**config.mk**
```make
export PLATFORM = sky130hd
export DESIGN_NAME = vector_rotate_xor_hash_mod_top_flat
export DESIGN_NICKNAME = d
export VERILOG_FILES = /design/src/rtl/vrxh_pkg.sv /design/src/rtl/vrxh_if.sv /design/src/rtl/vrxh_div.sv /design/src/rtl/vector_rotate_xor_hash_mod_top.sv /design/src/flat_wrapper.sv
export VERILOG_INCLUDE_DIRS = /design/src /design/src/rtl
export SDC_FILE = /design/constraint.sdc
export NUM_CORES = 1
export LEC_CHECK = 0
export BUFFER_PORTS_ARGS = -buffer_cell sky130_fd_sc_hd__clkbuf_2
export CORE_ASPECT_RATIO = 0.8
export CORE_UTILIZATION = 37
export CTS_CLUSTER_DIAMETER = 30
export DETAILED_ROUTE_END_ITERATION = 10
export GPL_TIMING_DRIVEN = 0
export SLEW_MARGIN = 20
export SYNTH_ARGS = -nofsm -noshare
export SYNTH_HDL_FRONTEND = slang
export SYNTH_SLANG_ARGS = --single-unit
```
**constraint.sdc**
```tcl
create_clock -name i_clk -period 2.6 [get_ports i_clk]
set_input_delay 0.13 -clock i_clk [delete_from_list [all_inputs] [get_ports i_clk]]
set_output_delay 0.13 -clock i_clk [all_outputs]
set_load 0.02 [all_outputs]
```
**src/rtl/vector_rotate_xor_hash_mod_top_defines.svh**
```systemverilog
// Assertion macros shared by the hash block.
`ifndef VECTOR_ROTATE_XOR_HASH_MOD_TOP_DEFINES_SVH
`define VECTOR_ROTATE_XOR_HASH_MOD_TOP_DEFINES_SVH

// Same-cycle implication, checked on every rising edge outside reset.
`define VRXH_ASSERT_SAME(label, clk, rst_n, ante, cons, msg) \
    label: assert property (@(posedge clk) disable iff (!(rst_n)) (ante) |-> (cons)) \
        else $error(msg);

// Next-cycle implication, checked on every rising edge outside reset.
`define VRXH_ASSERT_NEXT(label, clk, rst_n, ante, cons, msg) \
    label: assert property (@(posedge clk) disable iff (!(rst_n)) (ante) |=> (cons)) \
        else $error(msg);

`endif

```
**src/rtl/vrxh_pkg.sv**
```systemverilog
// Package: widths, constants and shared types of the rotate-xor hash block.
package vrxh_pkg;

    localparam int ELEM_W         = 32;
    localparam int CAP_W          = 31;
    localparam int BUCKET_W       = 31;
    localparam int DEF_WORD_WIDTH = 32;

    localparam int SHIFT_LEFT  = 5;
    localparam int SHIFT_RIGHT = 27;

    localparam logic [CAP_W-1:0] CAP_RESET = CAP_W'(1024);
    localparam logic [CAP_W-1:0] CAP_MIN   = CAP_W'(2);

    typedef struct packed {
        logic busy;
        logic done;
    } t_div_stat;

endpackage

```
**src/rtl/vrxh_if.sv**
```systemverilog
// Channel interfaces: input word stream and bucket result stream.
interface vrxh_in_if;
    import vrxh_pkg::*;

    logic              valid;
    logic              ready;
    logic [ELEM_W-1:0] element;
    logic              last_element;

    modport source (output valid, output element, output last_element, input ready);
    modport sink   (input valid, input element, input last_element, output ready);
endinterface

interface vrxh_out_if;
    import vrxh_pkg::*;

    logic                valid;
    logic                ready;
    logic [BUCKET_W-1:0] bucket;

    modport source (output valid, output bucket, input ready);
    modport sink   (input valid, input bucket, output ready);
endinterface

```
**src/rtl/vrxh_div.sv**
```systemverilog
// Bit-serial restoring modulo unit: one compare-subtract per cycle.
module vrxh_div #(
    parameter int WORD_WIDTH = vrxh_pkg::DEF_WORD_WIDTH
) (
    input  logic                         i_clk,
    input  logic                         i_rst_n,
    input  logic                         i_start,
    input  logic [WORD_WIDTH-1:0]        i_dividend,
    input  logic [vrxh_pkg::CAP_W-1:0]   i_modulus,
    output vrxh_pkg::t_div_stat          o_stat,
    output logic [vrxh_pkg::CAP_W-1:0]   o_rem
);
    import vrxh_pkg::*;

    localparam int CNT_W = $clog2(WORD_WIDTH);
    localparam int REM_W = CAP_W + 1;

    logic [WORD_WIDTH-1:0] r_dvd;
    logic [CAP_W-1:0]      r_mod;
    logic [CAP_W-1:0]      r_rem;
    logic [CNT_W-1:0]      r_cnt;
    logic                  r_busy;
    logic                  r_done;

    logic [REM_W-1:0] trial;
    logic [REM_W-1:0] diff;
    logic [CAP_W-1:0] n_rem;

    // shift in the next dividend bit, subtract when it fits
    assign trial = {r_rem, r_dvd[WORD_WIDTH-1]};
    assign diff  = trial - {1'b0, r_mod};
    assign n_rem = (trial >= {1'b0, r_mod}) ? diff[CAP_W-1:0] : trial[CAP_W-1:0];

    always_ff @(posedge i_clk) begin
        if (!i_rst_n) begin
            r_busy <= 1'b0;
            r_done <= 1'b0;
        end else begin
            r_done <= 1'b0;
            if (i_start) begin
                r_dvd  <= i_dividend;
                r_mod  <= i_modulus;
                r_rem  <= '0;
                r_cnt  <= CNT_W'(WORD_WIDTH - 1);
                r_busy <= 1'b1;
            end else if (r_busy) begin
                r_rem <= n_rem;
                r_dvd <= {r_dvd[WORD_WIDTH-2:0], 1'b0};
                r_cnt <= r_cnt - 1'b1;
                if (r_cnt == '0) begin
                    r_busy <= 1'b0;
                    r_done <= 1'b1;
                end
            end
        end
    end

    assign o_stat.busy = r_busy;
    assign o_stat.done = r_done;
    assign o_rem       = r_rem;

endmodule

```
**src/rtl/vector_rotate_xor_hash_mod_top.sv**
```systemverilog
// Top level: running rotate-xor hash over a word stream, bucket index per vector.
//
//  channel      dir   handshake      payload
//  i_elem_ch    in    valid/ready    element[31:0], last_element
//  o_bucket_ch  out   valid/ready    bucket[30:0]
//  i_cfg_*      in    write enable   capacity[30:0]
//
// A word without the last flag is folded into the hash in a single step.
// For a last word the bucket comes from the bit-serial modulo unit, one dividend
// bit per cycle; input ready is low meanwhile.
// If the bucket register is still full when the modulo ends, input holds off
// until the result is taken. Reset is synchronous and clears the hash to zero.
`include "vector_rotate_xor_hash_mod_top_defines.svh"

module vector_rotate_xor_hash_mod_top #(
    parameter int WORD_WIDTH = vrxh_pkg::DEF_WORD_WIDTH
) (
    input  logic                       i_clk,
    input  logic                       i_rst_n,
    vrxh_in_if.sink                    i_elem_ch,
    vrxh_out_if.source                 o_bucket_ch,
    input  logic                       i_cfg_we,
    input  logic [vrxh_pkg::CAP_W-1:0] i_cfg_wdata
);
    import vrxh_pkg::*;

    typedef enum logic [1:0] {
        S_IDLE,
        S_DIV,
        S_HOLD
    } t_state;

    t_state                r_state;
    logic [WORD_WIDTH-1:0] r_hash;
    logic [CAP_W-1:0]      r_capacity;
    logic                  r_out_valid;
    logic [BUCKET_W-1:0]   r_bucket;

    logic [WORD_WIDTH-1:0] n_hash;
    logic [CAP_W-1:0]      cap_eff;
    logic [CAP_W-1:0]      modulus;
    logic                  in_xfer;
    logic                  div_start;
    logic                  out_free;
    logic                  bucket_load;
    t_div_stat             div_stat;
    logic [CAP_W-1:0]      div_rem;

    assign i_elem_ch.ready = (r_state == S_IDLE);
    assign in_xfer         = i_elem_ch.valid && i_elem_ch.ready;
    assign div_start       = in_xfer && i_elem_ch.last_element;
    assign out_free        = !r_out_valid || o_bucket_ch.ready;
    assign bucket_load     = out_free
                           && ((r_state == S_DIV && div_stat.done) || r_state == S_HOLD);

    assign n_hash = (r_hash << SHIFT_LEFT) ^ (r_hash >> SHIFT_RIGHT)
                  ^ WORD_WIDTH'(i_elem_ch.element);

    // capacity below two acts as two
    assign cap_eff = (r_capacity < CAP_MIN) ? CAP_MIN : r_capacity;
    assign modulus = cap_eff - 1'b1;

    vrxh_div #(
        .WORD_WIDTH (WORD_WIDTH)
    ) u_div (
        .i_clk      (i_clk),
        .i_rst_n    (i_rst_n),
        .i_start    (div_start),
        .i_dividend (n_hash),
        .i_modulus  (modulus),
        .o_stat     (div_stat),
        .o_rem      (div_rem)
    );

    always_ff @(posedge i_clk) begin
        if (!i_rst_n) begin
            r_capacity <= CAP_RESET;
        end else if (i_cfg_we) begin
            r_capacity <= i_cfg_wdata;
        end
    end

    always_ff @(posedge i_clk) begin
        if (!i_rst_n) begin
            r_state     <= S_IDLE;
            r_hash      <= '0;
            r_out_valid <= 1'b0;
        end else begin
            if (bucket_load) begin
                r_out_valid <= 1'b1;
            end else if (r_out_valid && o_bucket_ch.ready) begin
                r_out_valid <= 1'b0;
            end
            unique case (r_state)
                S_IDLE: begin
                    if (in_xfer) begin
                        // drop the hash once the vector ends
                        r_hash <= i_elem_ch.last_element ? '0 : n_hash;
                        if (i_elem_ch.last_element) begin
                            r_state <= S_DIV;
                        end
                    end
                end
                S_DIV: begin
                    if (div_stat.done) begin
                        if (out_free) begin
                            r_bucket <= BUCKET_W'(div_rem);
                            r_state  <= S_IDLE;
                        end else begin
                            r_state <= S_HOLD;
                        end
                    end
                end
                S_HOLD: begin
                    if (out_free) begin
                        r_bucket <= BUCKET_W'(div_rem);
                        r_state  <= S_IDLE;
                    end
                end
                default: begin
                    r_state <= S_IDLE;
                end
            endcase
        end
    end

    assign o_bucket_ch.valid  = r_out_valid;
    assign o_bucket_ch.bucket = r_bucket;

    `VRXH_ASSERT_SAME(a_busy_blocks_input, i_clk, i_rst_n, div_stat.busy,
        !i_elem_ch.ready, "input ready while modulo unit busy")
    `VRXH_ASSERT_SAME(a_done_in_div, i_clk, i_rst_n, div_stat.done,
        r_state == S_DIV, "modulo done outside divide state")
    `VRXH_ASSERT_NEXT(a_last_starts_div, i_clk, i_rst_n, div_start,
        div_stat.busy, "last word transfer did not start modulo")

endmodule
```
**src/flat_wrapper.sv**
```systemverilog
// flat-port wrapper written by rule: the top's interface ports become plain ports
module vector_rotate_xor_hash_mod_top_flat import vrxh_pkg::*;
#(
    parameter int WORD_WIDTH = vrxh_pkg::DEF_WORD_WIDTH
)
  (i_clk, i_rst_n, i_cfg_we, i_cfg_wdata, i_elem_ch_valid, i_elem_ch_element, i_elem_ch_last_element, i_elem_ch_ready, o_bucket_ch_valid, o_bucket_ch_bucket, o_bucket_ch_ready);
  vrxh_in_if i_elem_ch_i ();
  vrxh_out_if o_bucket_ch_i ();
  input  logic i_clk;
  input  logic i_rst_n;
  input  logic i_cfg_we;
  input  logic [vrxh_pkg::CAP_W-1:0] i_cfg_wdata;
  input wire logic [$bits(i_elem_ch_i.valid)-1:0] i_elem_ch_valid;
  input wire logic [$bits(i_elem_ch_i.element)-1:0] i_elem_ch_element;
  input wire logic [$bits(i_elem_ch_i.last_element)-1:0] i_elem_ch_last_element;
  output wire logic [$bits(i_elem_ch_i.ready)-1:0] i_elem_ch_ready;
  output wire logic [$bits(o_bucket_ch_i.valid)-1:0] o_bucket_ch_valid;
  output wire logic [$bits(o_bucket_ch_i.bucket)-1:0] o_bucket_ch_bucket;
  input wire logic [$bits(o_bucket_ch_i.ready)-1:0] o_bucket_ch_ready;
  assign i_elem_ch_i.valid = i_elem_ch_valid;
  assign i_elem_ch_i.element = i_elem_ch_element;
  assign i_elem_ch_i.last_element = i_elem_ch_last_element;
  assign i_elem_ch_ready = i_elem_ch_i.ready;
  assign o_bucket_ch_valid = o_bucket_ch_i.valid;
  assign o_bucket_ch_bucket = o_bucket_ch_i.bucket;
  assign o_bucket_ch_i.ready = o_bucket_ch_ready;
  vector_rotate_xor_hash_mod_top #(.WORD_WIDTH(WORD_WIDTH)) u_core (.i_clk(i_clk), .i_rst_n(i_rst_n), .i_elem_ch(i_elem_ch_i), .o_bucket_ch(o_bucket_ch_i), .i_cfg_we(i_cfg_we), .i_cfg_wdata(i_cfg_wdata));
endmodule
```
==> out/summary.txt, run 1 <==
Switching power: 0.00228 W
Maximum number of pins on one net before global-route repair: 51
Type of the worst min-delay path: input port to register
Leakage power total: 5.09 nW
FMAX: 0.366 GHz
Setup skew after layout: 0.0155 ns
Place WS: -0.420 ns
Number of library cell types mapped by synthesis: 63
Reported max-cap violation count: 0
Number of sinks on the clock net: 198
Mean Syn Cell Area: 10.2 µm²
Sequential area share after synthesis: 52.1%
DIE WIDTH: 187 µm
Number of enable-type register cells in the synthesized netlist: 130
IO buf count: 99
Post-route design area: 0.0132 mm²
Global route overflow: 0
Die footprint: 0.0280 mm²
Most used flip-flop cell after synthesis: sky130_fd_sc_hd__edfxtp_1
Count of nets after finishing: 1295
Number of inserted filler cells in the final layout: 2414
Setup TNS Final: -1.16 ns
Floorplan die height: 150 µm
Vias in the first global route: 7564
Detail-routed via count per cell: 5.08
TritonCTS clock tree: done
Total iterations of the first detailed-routing run: 5
# diodes: 0
Average detailed-routed wire length per instance: 16.9 µm
Worst IR Drop VDD: 0.469 mV
Worst slew margin relative to its limit: 35.0%
Sequential cell fraction of total power: 46.6%
Proportion of register bits with asynchronous set or reset after synthesis: 0%
Data arrival at the endpoint of the critical path: 2.89 ns
Cells after Synth: 987
Count of unresolved DRC violations after routing: 0
Portion of total power attributed to the clock network: 33.7%
Highest fanout seen on the critical path: 5
Initial antenna violation count: 0
Clk root buf: sky130_fd_sc_hd__clkbuf_16
HPWL after detailed placement: 18.2 mm
Tot GR Track Use: 18.7%
Pint: 0.00559 W
Wire length of the first global-routing pass: 40.9 mm
Final Wtd Congestion: 0.925
Pins over their slew limit: 0
Count of warnings emitted by yosys: 0
Reg2reg setup slack: -0.13 ns
RSZ-0062 raised after global routing: yes
Final Setup Violations: 34
Ratio of total power to cell area: 595 mW/mm²
Remaining antenna violation count after routing: 0
Total number of vias: 7940
Endpoint class of the critical path: register
WP data required: 2.76 ns
Syn Nets: 1090
H-tree lvl count: 4
Combinational Power Share: 19.7%
Clock transition at the registers of the reported paths: 0.08 ns
Flip-flop and latch count after synthesis: 198
Sw Share: 29.0%
# IOs: 102
Period utilisation layout: 105%
Post-layout instance count excluding filler cells: 1562
Clock latency on the worst-skew pair: 0.45 ns
Maximum buffer depth of the clock tree: 2
Area of the core: 0.0266 mm²
Total standard cell area after synthesis: 0.0101 mm²
Violations in the final reports: negative setup slack
Number of clock buffers inserted by TritonCTS: 17
Pin slew with the least headroom to its limit: 0.975 ns
Final setup margin: -0.132 ns
Type of the setup path with the least slack: register to register
Starting Density: 38.0%
CP Launch Type: register
Min cycle time layout: 2.73 ns
Number of violations reported at the end of detailed-routing iteration 0: 649
Hold Worst Slack: 0.0529 ns
Area of the multi-input gates: 0.00519 mm²
Number of placed instances, taps included: 1445
Result of the run: finished, violations left
Reg area: 0.00528 mm²
Fraction of final layout cells with drive strength greater than 1: 27.3%
Total Wirelength: 26.3 mm
Post-DP Area: 0.0112 mm²
Std-Cell Rows: 53
Hold Vio Cnt, Final: 0
Area grow syn2layout: 30.8%
-- area by class of cell --
| cell class | instances | share of cell area (%) |
|---|---|---|
| Multi-Input combinational cell | 699 | 39.3 |
| Buffer | 43 | 1.78 |
| Tap cell | 357 | 3.38 |
| Timing Repair Buffer | 187 | 9.95 |
| Sequential cell | 198 | 39.9 |
| Clock buffer | 20 | 3.45 |
| Clock inverter | 12 | 0.984 |
| Inverter | 46 | 1.31 |
-- power by group through the flow --
stage                     logic (W)  registers, W  clock network, W
after CTS                   0.00138       0.00366           0.00271
after detailed placement    0.00117       0.00373                 0
final                       0.00155       0.00367           0.00266
after global routing        0.00169       0.00368           0.00282
after global placement      0.00115       0.00372                 0
after floorplan            0.000866       0.00368                 0
-- path summary, 6_finish.rpt --
| path | depth (start not counted) | from | end |
|---|---|---|---|
| setup / recovery | 14 | u_core.u_div.r_dvd[31]$_DFFE_PP_ | u_core.u_div.o_rem[23]$_SDFFCE_PP0P_ |
| hold / removal | 3 | o_bucket_ch_ready | u_core.r_state[1]$_SDFFE_PN0P_ |
| setup reg to reg | 14 | u_core.u_div.r_dvd[31]$_DFFE_PP_ | u_core.u_div.o_rem[23]$_SDFFCE_PP0P_ |
| hold reg to reg | 2 | u_core.u_div.r_busy$_SDFF_PN0_ | u_core.u_div.r_done$_SDFF_PP0_ |
-- synthesized netlist by cell type, types with 8 or more instances --
master                     number  area (µm²)
sky130_fd_sc_hd__o21ai_0       42         210
sky130_fd_sc_hd__xor2_1        24         210
sky130_fd_sc_hd__o21bai_1      10        75.1
sky130_fd_sc_hd__edfxtp_1     130        3900
sky130_fd_sc_hd__inv_1         46         173
sky130_fd_sc_hd__o21ai_1        8        40.0
sky130_fd_sc_hd__nor2_1        42         158
sky130_fd_sc_hd__clkbuf_1      33         124
sky130_fd_sc_hd__dfxtp_1       68        1360
sky130_fd_sc_hd__o211ai_1       8        60.1
sky130_fd_sc_hd__nor2b_1       66         413
sky130_fd_sc_hd__nand3_1       18        90.1
sky130_fd_sc_hd__nand2_1      112         420
sky130_fd_sc_hd__a21oi_1       90         450
sky130_fd_sc_hd__nand2b_1       9        56.3
sky130_fd_sc_hd__xnor2_1       56         490
sky130_fd_sc_hd__and3_1         8        50.1
sky130_fd_sc_hd__ha_1          33         413
sky130_fd_sc_hd__nor3_1        49         245
sky130_fd_sc_hd__mux2i_1       36         360
-- layer usage --
metal  vias to the layer above  wire length (µm)  global-route usage, %
li1                       3920                 -                      -
met1                      3795             13400                   27.5
met2                       197             11600                   28.6
met3                        28              1010                   2.81
met4                         0               374                   4.75
met5                         -                 0                      0
-- flip-flops by register name, indices dropped and copies added (netlist names) --
signal                     count
u_core.r_capacity             31
u_core.r_state                 2
u_core.u_div.r_busy            1
u_core.u_div.o_rem            31
u_core.u_div.r_cnt             5
u_core.o_bucket_ch.valid       1
u_core.u_div.r_done            1
u_core.r_hash                 32
u_core.o_bucket_ch.bucket     31
u_core.u_div.r_dvd            32
u_core.u_div.r_mod            31
-- worst max-delay path, stage by stage, from the launching register on --
cell,delay (ns)
sky130_fd_sc_hd__edfxtp_1,0.40
sky130_fd_sc_hd__inv_1,0.07
sky130_fd_sc_hd__ha_2,0.19
sky130_fd_sc_hd__fa_2,0.36
sky130_fd_sc_hd__nand2b_4,0.16
sky130_fd_sc_hd__a21oi_4,0.15
sky130_fd_sc_hd__o21ai_2,0.08
sky130_fd_sc_hd__a21oi_2,0.17
sky130_fd_sc_hd__o21ai_2,0.10
sky130_fd_sc_hd__a31o_1,0.22
sky130_fd_sc_hd__buf_6,0.14
sky130_fd_sc_hd__buf_6,0.13
sky130_fd_sc_hd__buf_6,0.13
sky130_fd_sc_hd__nand2_1,0.08
sky130_fd_sc_hd__a21oi_2,0.05
-- cells by family (layout without fill, tap and decap cells) --
logic type                 Yosys count  in the layout  synth area share [%]
and+or+nand+nor                    343            343                  17.3
AOI/OAI and AO/OA                  206            206                  12.2
DFF                                198            198                  52.1
buffers and inverters               90            308                  3.61
xor gates and xnor gates            80             80                  6.93
muxes                               36             36                  3.56
adders and majority gates           34             34                  4.28
-- per-stage QoR --
step / total power, W / util [%]
3_5_place_dp: 0.00490 / 42.0
3_3_place_gp: 0.00488 / 41.8
5_1_grt: 0.00820 / 49.7
6_report: 0.00787 / 49.7
4_1_cts: 0.00775 / 47.9
2_1_floorplan: 0.00455 / -
-- cells in the final DEF, fill, tap and decap left out, types with 4 or more instances in the layout --
cell	netlist	layout
sky130_fd_sc_hd__nor3_1	49	45
sky130_fd_sc_hd__o21a_1	6	5
sky130_fd_sc_hd__a21oi_1	90	67
sky130_fd_sc_hd__nand2_1	112	102
sky130_fd_sc_hd__o211ai_1	8	8
sky130_fd_sc_hd__nand3_1	18	15
sky130_fd_sc_hd__inv_2	0	8
sky130_fd_sc_hd__ha_4	0	13
sky130_fd_sc_hd__xor2_1	24	23
sky130_fd_sc_hd__o21ai_2	1	7
sky130_fd_sc_hd__or4_1	4	4
sky130_fd_sc_hd__nor2_1	42	34
sky130_fd_sc_hd__nor2_4	0	6
sky130_fd_sc_hd__nand2_2	1	8
sky130_fd_sc_hd__edfxtp_1	130	130
sky130_fd_sc_hd__o21bai_1	10	8
sky130_fd_sc_hd__dfxtp_2	0	5
sky130_fd_sc_hd__a21o_1	7	7
sky130_fd_sc_hd__dlygate4sd3_1	0	31
sky130_fd_sc_hd__and2_1	6	4
sky130_fd_sc_hd__ha_1	33	17
sky130_fd_sc_hd__inv_1	46	38
sky130_fd_sc_hd__nor2b_1	66	66
sky130_fd_sc_hd__clkbuf_1	33	33
sky130_fd_sc_hd__buf_6	1	12
sky130_fd_sc_hd__a211oi_2	0	5
sky130_fd_sc_hd__nand2b_1	9	8
sky130_fd_sc_hd__xnor2_1	56	55
sky130_fd_sc_hd__clkbuf_16	0	17
sky130_fd_sc_hd__inv_8	0	5
sky130_fd_sc_hd__o21ai_0	42	39
sky130_fd_sc_hd__nor2_2	2	4
sky130_fd_sc_hd__and3_1	8	5
sky130_fd_sc_hd__a21oi_2	1	21
sky130_fd_sc_hd__dfxtp_1	68	62
sky130_fd_sc_hd__mux2i_1	36	36
sky130_fd_sc_hd__o21ai_1	8	5
sky130_fd_sc_hd__buf_4	3	46
sky130_fd_sc_hd__clkbuf_2	1	100
-- timing repair --
action	in CTS	in global routing
endpoints found under the setup margin	37	43
endpoints found under the hold margin	31	0
buffers inserted	39	19
pin swaps	29	23
gates resized for setup	80	80
hold buffers	31	0
Note: power is estimated with default switching activity, not from simulation.
==> run 2: changes to the inputs <==
--- a/config.mk
+++ b/config.mk
@@ -7,11 +7,14 @@
 export NUM_CORES = 1
 export LEC_CHECK = 0
 export BUFFER_PORTS_ARGS = -buffer_cell sky130_fd_sc_hd__clkbuf_2
+export CELL_PAD_IN_SITES_DETAIL_PLACEMENT = 1
+export CELL_PAD_IN_SITES_GLOBAL_PLACEMENT = 2
 export CORE_ASPECT_RATIO = 0.8
-export CORE_UTILIZATION = 37
+export CORE_UTILIZATION = 35
 export CTS_CLUSTER_DIAMETER = 30
 export DETAILED_ROUTE_END_ITERATION = 10
 export GPL_TIMING_DRIVEN = 0
+export PLACE_DENSITY_LB_ADDON = 0.1
 export SLEW_MARGIN = 20
 export SYNTH_ARGS = -nofsm -noshare
 export SYNTH_HDL_FRONTEND = slang
==> constraint.sdc (replaced) <==
create_clock -name i_clk -period 2.5 [get_ports i_clk]
set_input_delay 0.125 -clock i_clk [delete_from_list [all_inputs] [get_ports i_clk]]
set_output_delay 0.125 -clock i_clk [all_outputs]
set_load 0.02 [all_outputs]
==> out/summary.txt, run 2 (synthesized netlist as in run 1, its figures left out) <==
Final standard cell utilization of the core: 46.8%
Total iterations of the first detailed-routing run: 5
# diodes: 0
Area grow syn2layout: 31.1%
Period utilisation layout: 109%
Crit-path cells: inv_2 > ha_4 > and3_4 > and2_4 > a221oi_4 > o21ai_2 > o21ai_2 > a31o_4 > buf_6 > nor2_1 > a311o_1
Clk root buf: sky130_fd_sc_hd__clkbuf_16
WP data required: 2.70 ns
Worst slew margin relative to its limit: 37.9%
IO buf count: 99
Reported max-cap violation count: 0
DIE WIDTH: 192 µm
Post-route design area: 0.0133 mm²
Capture point of the worst path: u_core.u_div.o_rem[29]$_SDFFCE_PP0P_
Global route overflow: 0
Hold Vio Cnt, Final: 0
Total Wirelength: 29.4 mm
Detail-routed via count per cell: 5.02
Launching element of the worst setup path: u_core.u_div.r_mod[15]$_DFFE_PP_
Data arrival at the endpoint of the critical path: 2.93 ns
Clock latency on the worst-skew pair: 0.45 ns
H-tree lvl count: 4
TritonCTS clock tree: done
Violations in the final reports: negative setup slack
Hold Worst Slack: 0.0750 ns
Std-Cell Rows: 55
Slowest Stage Delay on Critical Path: 0.51 ns
CP Launch Type: register
Average detailed-routed wire length per instance: 18.7 µm
Most frequent CP cell: sky130_fd_sc_hd__o21ai_2
Largest registers: u_core.r_hash (32), u_core.u_div.r_dvd (32)
Reg2reg setup slack: -0.23 ns
Maximum buffer depth of the clock tree: 2
Total number of vias: 7903
Count of nets after finishing: 1294
FMAX: 0.366 GHz
Pin slew with the least headroom to its limit: 0.931 ns
Number of violations reported at the end of detailed-routing iteration 0: 383
Min cycle time layout: 2.73 ns
Leakage power total: 5.11 nW
Type of the worst min-delay path: input port to register
Wire length of the first global-routing pass: 45.6 mm
Pins over their slew limit: 0
Worst IR Drop VDD: 0.505 mV
# IOs: 102
Highest fanout seen on the critical path: 5
Number of sinks on the clock net: 198
Clock transition at the registers of the reported paths: 0.09 ns
Post-layout total power: 0.00833 W
Maximum number of pins on one net before global-route repair: 50
Startpoint of the worst hold path: i_elem_ch_element[17]
Setup TNS Final: -5.75 ns
Number of clock buffers inserted by TritonCTS: 17
Final Setup Violations: 37
Final setup margin: -0.234 ns
Count of unresolved DRC violations after routing: 0
Remaining antenna violation count after routing: 0
Starting Density: 35.7%
Crit-path slowest cell: sky130_fd_sc_hd__edfxtp_1
Ratio of total power to cell area: 628 mW/mm²
Count of cells along the worst register-to-register path: 11
Setup skew after layout: 0.0148 ns
RSZ-0062 raised after global routing: yes
Post-DP Area: 0.0112 mm²
Result of the run: finished, violations left
Most frequent cells in the layout: sky130_fd_sc_hd__edfxtp_1, sky130_fd_sc_hd__nand2_1, sky130_fd_sc_hd__clkbuf_2
Area of the core: 0.0284 mm²
Floorplan die height: 154 µm
Initial antenna violation count: 0
Final Wtd Congestion: 0.817
Type of the setup path with the least slack: register to register
Number of inserted filler cells in the final layout: 3113
HPWL after detailed placement: 21.1 mm
Endpoint class of the critical path: register
Fraction of final layout cells with drive strength greater than 1: 27.4%
Tot GR Track Use: 20.4%
Vias in the first global route: 7951
Beginning of the worst register-to-register path: u_core.u_div.r_mod[15]$_DFFE_PP_
Most common library cell in the layout ignoring fill and taps: sky130_fd_sc_hd__edfxtp_1
Reg2Reg Capture Point: u_core.u_div.o_rem[29]$_SDFFCE_PP0P_
Die footprint: 0.0296 mm²
[run 2: critical path, delay by kind of cell, from the launching register on]
kind / cells / cell delay, ns
adder cells (fa/ha/maj): 1 / 0.22
AO/OA/AOI/OAI: 5 / 1.12
flip-flops: 1 / 0.51
buffers and inverters: 2 / 0.25
AND/OR/NAND/NOR: 3 / 0.37
[run 2: where the power goes]
part	switching, W	internal [W]
Clock	0.00144	0.00145
Sequential	0.000127	0.00368
Combinational	0.000899	0.000733
[run 2: worst min-delay path by stage]
stage                                                    end  slack, ns  cells past startpoint
final                       u_core.u_div.r_dvd[17]$_DFFE_PP_       0.07                      3
after global routing        u_core.u_div.r_dvd[17]$_DFFE_PP_       0.08                      3
after CTS                 u_core.r_capacity[16]$_SDFFE_PN0P_       0.05                      3
after detailed placement  u_core.r_capacity[10]$_SDFFE_PN1P_       0.35                      3
after global placement    u_core.r_capacity[10]$_SDFFE_PN1P_       0.35                      3
after floorplan           u_core.r_capacity[10]$_SDFFE_PN1P_       0.25                      2
[run 2: metrics by stage]
stage          setup slack [ns]  cells
3_3_place_gp              -1.13   1456
4_1_cts                  -0.214   1556
6_report                 -0.234   1574
5_1_grt                  -0.330   1574
3_5_place_dp             -0.510   1458
2_1_floorplan            -0.120    987
[run 2: per-layer routing]
layer,share of wire (%),up-vias,GRT usage [%]
met5,0,-,0
li1,-,3913,-
met1,55,3855,31.9
met3,2.8,19,3.31
met4,1.2,0,4.65
met2,41,116,28.8
[run 2: timing repair]
item	in CTS	in global routing
pin swaps	37	36
gates cloned	2	0
resized for setup	110	47
hold endpoints to repair	31	0
buffers inserted	34	22
hold buffers	31	0
endpoints found under the setup margin	42	43
[run 2: area by class of cell]
| class | count | area, µm² | area share (%) |
|---|---|---|---|
| timing repair buffer | 188 | 1310 | 9.90 |
| clock inverter | 15 | 180 | 1.36 |
| inverter | 46 | 173 | 1.30 |
| sequential | 198 | 5270 | 39.8 |
| tap | 370 | 463 | 3.49 |
| clock buffer | 17 | 425 | 3.21 |
| buffer | 41 | 204 | 1.54 |
| multi-input combinational | 699 | 5230 | 39.4 |
